===== src/pbsa_pkg.sv =====
// shared types, codes and constants for the bar sizing and address allocation unit
`timescale 1ns / 1ps
`default_nettype none
package pbsa_pkg;

  localparam int unsigned ADDR_W = 64;
  localparam logic [63:0] ADDR_MAX = 64'((65'd1 << ADDR_W) - 65'd1);

  localparam int unsigned IN_DATA_W  = 96;
  localparam int unsigned OUT_DATA_W = 192;

  // request kinds
  localparam logic [1:0] FUNC_BEGIN = 2'd0;
  localparam logic [1:0] FUNC_PROBE = 2'd1;
  localparam logic [1:0] FUNC_OPEN  = 2'd2;
  localparam logic [1:0] FUNC_CLOSE = 2'd3;

  // status codes
  localparam logic [1:0] ST_OK       = 2'd0;
  localparam logic [1:0] ST_BAD_MASK = 2'd1;
  localparam logic [1:0] ST_ZERO     = 2'd2;
  localparam logic [1:0] ST_NO_FIT   = 2'd3;

  // pool kinds
  localparam logic [1:0] KIND_IO   = 2'd0;
  localparam logic [1:0] KIND_PREF = 2'd1;
  localparam logic [1:0] KIND_MEM  = 2'd2;

  // configuration register indexes
  localparam logic [2:0] CFG_MEM_START  = 3'd0;
  localparam logic [2:0] CFG_MEM_END    = 3'd1;
  localparam logic [2:0] CFG_PREF_START = 3'd2;
  localparam logic [2:0] CFG_PREF_END   = 3'd3;
  localparam logic [2:0] CFG_IO_START   = 3'd4;
  localparam logic [2:0] CFG_IO_END     = 3'd5;
  localparam logic [2:0] CFG_ASSIGN     = 3'd6;

  localparam logic [31:0] IO_SIZE_MASK  = 32'hffff_fffe;
  localparam logic [31:0] MEM_SIZE_MASK = 32'hffff_fff0;
  localparam logic [31:0] IO_ADDR_MASK  = 32'hffff_fffc;
  localparam logic [31:0] MEM_ADDR_MASK = 32'hffff_fff0;
  localparam logic [31:0] ALL_ONES      = 32'hffff_ffff;

  typedef struct packed {
    logic [63:0] mem_start;
    logic [63:0] mem_end;
    logic [63:0] pref_start;
    logic [63:0] pref_end;
    logic [63:0] io_start;
    logic [63:0] io_end;
    logic        assign_mode;
  } cfg_t;

  // classified request between front and back
  typedef struct packed {
    logic [1:0]  func;
    logic        bad_mask;
    logic        zero_size;
    logic        is_io;
    logic        pref_bit;
    logic        wide;
    logic [31:0] size;
    logic [63:0] dec_start;
    logic [63:0] dec_end;
  } req_t;

  typedef struct packed {
    logic        io_valid;
    logic [15:0] io_high;
    logic [7:0]  io_low;
    logic        pref_valid;
    logic [15:0] pref_word;
    logic        mem_valid;
    logic [15:0] mem_word;
    logic [63:0] range_end;
    logic [63:0] range_start;
    logic        is_wide;
    logic [1:0]  status;
  } res_t;

endpackage
`default_nettype wire


===== src/pbsa_front.sv =====
// front end: bar sizing, mask checks and decode address for each request
`timescale 1ns / 1ps
`default_nettype none
module pbsa_front (
  input  wire logic [1:0]  func,
  input  wire logic [31:0] bar_original,
  input  wire logic [31:0] bar_mask,
  input  wire logic [31:0] bar_upper,
  output pbsa_pkg::req_t   req
);

  logic [31:0] size_mask;
  logic [31:0] masked;
  logic [31:0] low_bit;
  logic [31:0] size;
  logic        io;
  logic        wide;
  logic [63:0] start;
  logic [63:0] last;

  always_comb begin
    io        = bar_mask[0];
    wide      = bar_mask[2];
    size_mask = io ? pbsa_pkg::IO_SIZE_MASK : pbsa_pkg::MEM_SIZE_MASK;
    masked    = bar_mask & size_mask;
    low_bit   = masked & (~masked + 32'd1);
    if (masked == 32'd0) begin
      size = 32'd0;
    end else if (bar_original == bar_mask &&
                 ((bar_original | (low_bit - 32'd1)) & size_mask) != size_mask) begin
      size = 32'd0;
    end else begin
      size = low_bit;
    end
    start = {wide ? bar_upper : 32'd0,
             bar_original & (io ? pbsa_pkg::IO_ADDR_MASK : pbsa_pkg::MEM_ADDR_MASK)};
    start = start & pbsa_pkg::ADDR_MAX;
    last  = (start + {32'd0, size - 32'd1}) & pbsa_pkg::ADDR_MAX;

    req.func      = func;
    req.bad_mask  = (bar_mask == 32'd0) || (bar_mask == pbsa_pkg::ALL_ONES);
    req.zero_size = (size == 32'd0);
    req.is_io     = io;
    req.pref_bit  = bar_mask[3];
    req.wide      = wide;
    req.size      = size;
    req.dec_start = start;
    req.dec_end   = last;
  end

endmodule
`default_nettype wire


===== src/pbsa_queue.sv =====
// two-entry request queue between front and back
`timescale 1ns / 1ps
`default_nettype none
module pbsa_queue (
  input  wire logic            clk,
  input  wire logic            rst_n,
  input  wire logic            push,
  input  wire pbsa_pkg::req_t  push_req,
  output logic                 full,
  input  wire logic            pop,
  output logic                 head_valid,
  output pbsa_pkg::req_t       head_req
);

  pbsa_pkg::req_t entry_r [2];
  logic       wr_ptr_r, wr_ptr_nxt;
  logic       rd_ptr_r, rd_ptr_nxt;
  logic [1:0] count_r, count_nxt;
  logic       do_push;
  logic       do_pop;

  assign full       = (count_r == 2'd2);
  assign head_valid = (count_r != 2'd0);
  assign head_req   = entry_r[rd_ptr_r];

  always_comb begin
    do_push    = push && !full;
    do_pop     = pop && head_valid;
    wr_ptr_nxt = do_push ? ~wr_ptr_r : wr_ptr_r;
    rd_ptr_nxt = do_pop ? ~rd_ptr_r : rd_ptr_r;
    count_nxt  = count_r + {1'b0, do_push} - {1'b0, do_pop};
  end

  always_ff @(posedge clk) begin
    if (!rst_n) begin
      wr_ptr_r <= 1'b0;
      rd_ptr_r <= 1'b0;
      count_r  <= 2'd0;
    end else begin
      wr_ptr_r <= wr_ptr_nxt;
      rd_ptr_r <= rd_ptr_nxt;
      count_r  <= count_nxt;
    end
  end

  always_ff @(posedge clk) begin
    if (do_push) begin
      entry_r[wr_ptr_r] <= push_req;
    end
  end

endmodule
`default_nettype wire


===== src/pbsa_back.sv =====
// back end: pool cursors, placement, bridge window words and result register
`timescale 1ns / 1ps
`default_nettype none
module pbsa_back (
  input  wire logic            clk,
  input  wire logic            rst_n,
  input  wire pbsa_pkg::cfg_t  cfg,
  input  wire logic            head_valid,
  input  wire pbsa_pkg::req_t  head_req,
  output logic                 pop,
  output logic                 out_valid,
  input  wire logic            out_ready,
  output pbsa_pkg::res_t       out_res,
  output logic [1:0]           out_kind
);

  logic [63:0] mem_cur_r, mem_cur_nxt;
  logic [63:0] pref_cur_r, pref_cur_nxt;
  logic [63:0] io_cur_r, io_cur_nxt;
  logic        out_valid_r, out_valid_nxt;
  pbsa_pkg::res_t res_r, res_nxt;
  logic [1:0]  kind_r, kind_nxt;

  logic [1:0]  kind;
  logic [63:0] cur;
  logic [63:0] wstart;
  logic [63:0] wend;
  logic [63:0] lim;
  logic [63:0] smask;
  logic [64:0] sum;
  logic [63:0] aligned;
  logic [63:0] last;
  logic        fit;
  logic        close;
  logic [43:0] mem_up;
  logic [43:0] pref_up;
  logic [51:0] io_up;
  logic [11:0] mem_w;
  logic [11:0] pref_w;
  logic [19:0] io_w;

  assign pop       = head_valid && (!out_valid_r || out_ready);
  assign out_valid = out_valid_r;
  assign out_res   = res_r;
  assign out_kind  = kind_r;

  always_comb begin
    // pool choice and placement
    if (head_req.is_io) begin
      kind = pbsa_pkg::KIND_IO;   cur = io_cur_r;
      wstart = cfg.io_start;      wend = cfg.io_end;
    end else if (head_req.pref_bit && pref_cur_r != 64'd0) begin
      kind = pbsa_pkg::KIND_PREF; cur = pref_cur_r;
      wstart = cfg.pref_start;    wend = cfg.pref_end;
    end else begin
      kind = pbsa_pkg::KIND_MEM;  cur = mem_cur_r;
      wstart = cfg.mem_start;     wend = cfg.mem_end;
    end
    lim     = (wend < pbsa_pkg::ADDR_MAX) ? wend : pbsa_pkg::ADDR_MAX;
    smask   = {32'd0, head_req.size - 32'd1};
    sum     = {1'b0, cur} + {1'b0, smask};
    aligned = sum[63:0] & ~smask;
    last    = aligned | smask;
    fit     = (wstart != 64'd0) && !sum[64] && (last <= lim);

    // bridge alignment
    close   = (head_req.func == pbsa_pkg::FUNC_CLOSE);
    mem_up  = mem_cur_r[63:20] + {43'd0, |mem_cur_r[19:0]};
    pref_up = pref_cur_r[63:20] + {43'd0, |pref_cur_r[19:0]};
    io_up   = io_cur_r[63:12] + {51'd0, |io_cur_r[11:0]};
    mem_w   = close ? mem_up[11:0] - 12'd1 : mem_up[11:0];
    pref_w  = close ? pref_up[11:0] - 12'd1 : pref_up[11:0];
    io_w    = close ? io_up[19:0] - 20'd1 : io_up[19:0];

    mem_cur_nxt   = mem_cur_r;
    pref_cur_nxt  = pref_cur_r;
    io_cur_nxt    = io_cur_r;
    res_nxt       = '0;
    kind_nxt      = pbsa_pkg::KIND_IO;
    out_valid_nxt = out_valid_r && !out_ready;

    if (pop) begin
      out_valid_nxt = 1'b1;
      case (head_req.func)
        pbsa_pkg::FUNC_BEGIN: begin
          mem_cur_nxt  = cfg.mem_start;
          pref_cur_nxt = cfg.pref_start;
          io_cur_nxt   = cfg.io_start;
        end
        pbsa_pkg::FUNC_PROBE: begin
          if (head_req.bad_mask) begin
            res_nxt.status = pbsa_pkg::ST_BAD_MASK;
          end else begin
            kind_nxt = kind;
            if (head_req.zero_size) begin
              res_nxt.status = pbsa_pkg::ST_ZERO;
            end else if (!cfg.assign_mode) begin
              res_nxt.status      = pbsa_pkg::ST_OK;
              res_nxt.is_wide     = head_req.wide;
              res_nxt.range_start = head_req.dec_start;
              res_nxt.range_end   = head_req.dec_end;
            end else if (!fit) begin
              res_nxt.status = pbsa_pkg::ST_NO_FIT;
            end else begin
              res_nxt.status      = pbsa_pkg::ST_OK;
              res_nxt.is_wide     = head_req.wide;
              res_nxt.range_start = aligned;
              res_nxt.range_end   = last;
              case (kind)
                pbsa_pkg::KIND_IO:   io_cur_nxt   = last + 64'd1;
                pbsa_pkg::KIND_PREF: pref_cur_nxt = last + 64'd1;
                default:             mem_cur_nxt  = last + 64'd1;
              endcase
            end
          end
        end
        default: begin
          if (mem_cur_r != 64'd0) begin
            mem_cur_nxt       = {mem_up, 20'd0};
            res_nxt.mem_word  = {mem_w, 4'd0};
            res_nxt.mem_valid = 1'b1;
          end
          if (pref_cur_r != 64'd0) begin
            pref_cur_nxt       = {pref_up, 20'd0};
            res_nxt.pref_word  = {pref_w, 4'd0};
            res_nxt.pref_valid = 1'b1;
          end
          if (io_cur_r != 64'd0) begin
            io_cur_nxt       = {io_up, 12'd0};
            res_nxt.io_low   = {io_w[3:0], 4'd0};
            res_nxt.io_high  = io_w[19:4];
            res_nxt.io_valid = 1'b1;
          end
        end
      endcase
    end
  end

  always_ff @(posedge clk) begin
    if (!rst_n) begin
      mem_cur_r   <= 64'd0;
      pref_cur_r  <= 64'd0;
      io_cur_r    <= 64'd0;
      out_valid_r <= 1'b0;
    end else begin
      mem_cur_r   <= mem_cur_nxt;
      pref_cur_r  <= pref_cur_nxt;
      io_cur_r    <= io_cur_nxt;
      out_valid_r <= out_valid_nxt;
    end
  end

  always_ff @(posedge clk) begin
    if (pop) begin
      res_r  <= res_nxt;
      kind_r <= kind_nxt;
    end
  end

endmodule
`default_nettype wire


===== src/pci_bar_size_and_assign_unit.sv =====
// top level of the pci bar sizing and address allocation unit
`timescale 1ns / 1ps
`default_nettype none
// One request in, one result out. Request kinds in in_tuser: begin loads the
// three pool cursors (plain memory, prefetchable, I/O) from their window
// starts; a BAR probe sizes the BAR from the read-back value and either places
// it at the next naturally aligned cursor position (assign mode) or decodes
// the address already in the BAR; bridge open and close round the live cursors
// up to 1 MiB / 4 KiB and return the bridge base or limit words. A request is
// classified in the front end as it is taken, waits in a two-entry queue and
// is carried out by the back end, which owns the cursors and registers the
// result. The unit sustains one request per cycle while out_tready is high.
// Window registers and assign mode are to be written through the cfg port
// while no request is in flight; the unit itself does not enforce this.
module pci_bar_size_and_assign_unit (
  input  wire logic         clk,
  input  wire logic         rst_n,
  input  wire logic         cfg_wr_en,
  input  wire logic [2:0]   cfg_index,
  input  wire logic [63:0]  cfg_wdata,
  input  wire logic         in_tvalid,
  output logic              in_tready,
  // bar_original[31:0], bar_mask[63:32], bar_upper[95:64]
  input  wire logic [pbsa_pkg::IN_DATA_W-1:0]  in_tdata,
  // func[1:0]
  input  wire logic [1:0]   in_tuser,
  output logic              out_tvalid,
  input  wire logic         out_tready,
  // status[1:0], is_wide[2], range_start[66:3], range_end[130:67],
  // mem_word[146:131], mem_valid[147], pref_word[163:148], pref_valid[164],
  // io_low[172:165], io_high[188:173], io_valid[189], zero pad[191:190]
  output logic [pbsa_pkg::OUT_DATA_W-1:0] out_tdata,
  // kind[1:0]
  output logic [1:0]        out_tuser
);

  pbsa_pkg::cfg_t cfg_r, cfg_nxt;
  pbsa_pkg::req_t front_req;
  pbsa_pkg::req_t head_req;
  pbsa_pkg::res_t res;
  logic           q_full;
  logic           head_valid;
  logic           pop;

  always_comb begin
    cfg_nxt = cfg_r;
    if (cfg_wr_en) begin
      case (cfg_index)
        pbsa_pkg::CFG_MEM_START:  cfg_nxt.mem_start   = cfg_wdata;
        pbsa_pkg::CFG_MEM_END:    cfg_nxt.mem_end     = cfg_wdata;
        pbsa_pkg::CFG_PREF_START: cfg_nxt.pref_start  = cfg_wdata;
        pbsa_pkg::CFG_PREF_END:   cfg_nxt.pref_end    = cfg_wdata;
        pbsa_pkg::CFG_IO_START:   cfg_nxt.io_start    = cfg_wdata;
        pbsa_pkg::CFG_IO_END:     cfg_nxt.io_end      = cfg_wdata;
        pbsa_pkg::CFG_ASSIGN:     cfg_nxt.assign_mode = cfg_wdata[0];
        default:                  cfg_nxt = cfg_r;
      endcase
    end
  end

  always_ff @(posedge clk) begin
    if (!rst_n) begin
      cfg_r <= '{64'd0, 64'd0, 64'd0, 64'd0, 64'd0, 64'd0, 1'b1};
    end else begin
      cfg_r <= cfg_nxt;
    end
  end

  pbsa_front u_front (
    .func         (in_tuser),
    .bar_original (in_tdata[31:0]),
    .bar_mask     (in_tdata[63:32]),
    .bar_upper    (in_tdata[95:64]),
    .req          (front_req)
  );

  assign in_tready = !q_full;

  pbsa_queue u_queue (
    .clk        (clk),
    .rst_n      (rst_n),
    .push       (in_tvalid),
    .push_req   (front_req),
    .full       (q_full),
    .pop        (pop),
    .head_valid (head_valid),
    .head_req   (head_req)
  );

  pbsa_back u_back (
    .clk        (clk),
    .rst_n      (rst_n),
    .cfg        (cfg_r),
    .head_valid (head_valid),
    .head_req   (head_req),
    .pop        (pop),
    .out_valid  (out_tvalid),
    .out_ready  (out_tready),
    .out_res    (res),
    .out_kind   (out_tuser)
  );

  assign out_tdata = {2'b00, res};

endmodule
`default_nettype wire

===== config.mk =====
export PLATFORM = sky130hd
export DESIGN_NAME = pci_bar_size_and_assign_unit
export DESIGN_NICKNAME = d
export VERILOG_FILES = /design/src/pbsa_pkg.sv /design/src/pbsa_front.sv /design/src/pbsa_queue.sv /design/src/pbsa_back.sv /design/src/pci_bar_size_and_assign_unit.sv
export SDC_FILE = /design/constraint.sdc
export NUM_CORES = 2
export LEC_CHECK = 0
export ABC_AREA = 1
export BUFFER_PORTS_ARGS = -buffer_cell sky130_fd_sc_hd__buf_2
export CORE_ASPECT_RATIO = 0.75
export CORE_MARGIN = 3
export CORE_UTILIZATION = 48
export CTS_BUF_LIST = sky130_fd_sc_hd__clkbuf_8
export DETAILED_ROUTE_END_ITERATION = 12
export PLACE_DENSITY = 0.72
export SLEW_MARGIN = 20
export SYNTH_ARGS = -nofsm -noshare
export SYNTH_HDL_FRONTEND = slang
export SYNTH_SLANG_ARGS = --single-unit

===== constraint.sdc =====
create_clock -name clk -period 23.8 [get_ports clk]
set_input_delay 4.76 -clock clk [delete_from_list [all_inputs] [get_ports clk]]
set_output_delay 4.76 -clock clk [all_outputs]
set_load 0.01 [all_outputs]

==> metrics <==
outcome=finished, final reports clean; Max Cap Viol=0; # IOs=366; clk_skew=48.44 ps; worst slew pin tran=between 1000 and 1500 ps; Die W=419.3 um; Total GRT Usage=37.22%; die footprint=about 130000 um^2; Hold Fails Final Rpt=0; most used cell along the critical path=nand2_1; dpl cell area=64230 um^2; design area=67980 um^2; initial antenna violation count=9; number of flops mapped to enable cells by yosys=505; Yosys reg bits=between 1000 and 1500; Root Buffer Master=clkbuf_8; routing usage on met2=53.01%; Yosys warning count=0; Inst Count DP=approximately 10000; remaining global-route overflow=0; hold buffer count at CTS=0; DRC=0; Post-synth ARST share=0%; pwr/cell area=140.6 nW/um^2; final slew viol count=0; Synth Cell Area=61480 um^2; Final setup viols=0; Worst Reg-to-Reg Cells=39; DRT Pass-1 Iters=9; Non-Filler Instances=10080; worst min-delay path class=flip-flop to flip-flop; Tmin final=11890 ps; maximum vdd drop=0.1033 mV; layout cells sized above 1=11.49%; critical path fanouts, max=50; Layout area overhead=10.58%; gpl congestion=~1.1; Worst-Skew Late Latency=980 ps; Hold Path Cell Cnt=2; Slowest Stage Delay on Critical Path=410 ps; Syn Area/Cell=7.657 um^2; Clock Sinks=1088; post-route ant nets=0; crit path kind=input pin to flip-flop; row count=113; nets@finish=8559; postcts setup bufs=0; GR Layer Usage met3=under 10%; Iteration-0 DRC Markers=8949; TritonCTS Buffers=175; Core ar.=126800 um^2; gr busiest metal=met1; dpl hpwl=187000 um; RSZ-0062 raised after global routing=no; Setup TNS=0 ps; most frequent cells in the layout=nor2_1 (1415), nand2_1 (1129), inv_1 (829); Tcrit/Tclk final=between 40% and 50%; Cells after Synth=8029; largest net degree at the start of global routing=approximately 170; Distinct cells, synth=81; most common cell after layout, fill and taps aside=nor2_1; CTS tree=done; Slew headroom=between 20% and 30%; post-CTS sizing=0; I/O Buffers=350; Arrival @ worst endpoint=12570 ps; Worst EP required=around 24000 ps; fmax=84.11 MHz; Routed WL=254800 um; met1 usage=53.70%; # H-tree levels=4; vias per cell=6.072; Avg WL per Cell=roughly 25 um; routed vias=61180; Worst Setup Start Kind=input pin; register area share after synthesis=43.65%; Initial Utilization=around 48%; DIE HEIGHT=315.9 um; first-pass GRT wire length=367100 um; Static Leak=27.82 nW; CTS Buffer Depth=3; CP max stage cell=o31ai_1; CP Capture Type=flip-flop; clk slew on worst S/H paths=~60 ps; vias in the first global route=54810; Most used DFF post-synth=dfxtp_1
[power by group]
part | leakage (nW) | internal, mW | switching, mW
Clock | 2.09 | 0.920 | 0.833
Combinational | 16.1 | 1.29 | 3.78
Sequential | 9.66 | 2.43 | 0.300
Total | 27.8 | 4.64 | 4.92
[area by class of cell]
cell class | count | area (um^2)
multi-input cells | 5722 | 29850
clock buffers | 204 | 2808
repair buffers | 414 | 2255
flip-flops and latches | 1088 | 26840
fillers | 12080 | 58840
diodes | 11 | 27.53
well taps | 1667 | 2086
clock inverters | 122 | 905.9
inverters | 848 | 3202
[path summary, 6_finish.rpt]
check	start	end	slack, ps
setup / recovery	in_tdata[39]	u_queue.entry_r[1][60]	11910
hold / removal	cfg_r[165]	cfg_r[165]	450
setup reg to reg	flip-flop	u_back.mem_cur_r[39]	12340
hold reg to reg	cfg_r[165]	cfg_r[165]	450
[cell usage after synthesis (13+ instances only)]
library cell,n,area [um^2]
o211ai_1,13,97.59
a21oi_1,609,3048
nor2_4,24,270.3
or2_2,20,125.1
o41ai_1,16,140.1
nand4_1,164,1026
a221oi_1,96,840.8
inv_2,59,221.5
a211oi_1,21,157.7
a31oi_1,51,319.1
a41oi_1,19,166.4
nand2_1,1130,4242
nand3_2,40,400.4
nand2_2,34,212.7
buf_2,36,180.2
o21ai_1,31,155.2
nor2_1,1424,5345
nand3_1,294,1471
nor3_1,129,645.6
buf_1,27,101.4
o22ai_1,53,331.6
o221ai_1,22,192.7
ha_1,138,1727
dfxtp_1,583,11670
nor4_1,146,913.4
clkbuf_1,274,1028
nand3b_1,13,97.59
buf_4,26,195.2
a21o_1,13,97.59
inv_1,780,2928
o21ai_0,789,3949
nor2_2,48,300.3
buf_6,16,180.2
edfxtp_1,505,15160
xor2_1,177,1550
xnor2_1,46,402.9
[layer usage]
layer / vias up / part of all wire, % / wire [um]
met5: - / 0.0067 / 17
met4: 2 / 4.1 / 10560
met3: 548 / 12 / 30070
met2: 3708 / 41 / 105500
met1: 29180 / 43 / 108600
li1: 27750 / - / -
[sequential cells by signal (all words and copies together) (netlist names), named ones only]
signal,flops
u_queue.rd_ptr_r,1
u_back.out_res,177
u_queue.count_r,2
u_back.io_cur_r,64
u_back.pref_cur_r,64
u_back.out_kind,2
u_queue.wr_ptr_r,1
u_queue.entry_r,326
u_back.mem_cur_r,64
u_back.out_valid,1
cfg_r,385
[metrics by stage]
step           worst slack, ps  hold slack (ps)  power [mW]  utilization, %
3_5_place_dp             11280            446.2       7.639           50.64
4_1_cts                  12220            452.8       9.387           53.57
3_3_place_gp             11320            430.6       7.568           50.64
5_1_grt                  11250            477.3       10.03           53.59
6_report                 11910            453.4       9.556           53.60
2_1_floorplan            11480            424.5       5.823               -
[logic make-up after synthesis]
group                    share of synthesized area, %
adder cells (fa/ha/maj)                         2.874
AO/OA/AOI/OAI                                   16.21
other                                        0.006100
multiplexers                                   0.1689
flip-flops                                      43.65
AND/OR/NAND/NOR                                 25.57
XOR/XNOR                                        3.496
buffers and inverters                           8.023
[worst max-delay path, delay by kind of cell]
family | cells | cell delay (ps)
adders and majority gates | 2 | 610
AOI/OAI and AO/OA | 11 | 2560
xor gates and xnor gates | 2 | 440
and+or+nand+nor | 20 | 3170
buffers and inverters | 7 | 1020
No activity file was read; power rests on OpenSTA's default activity.
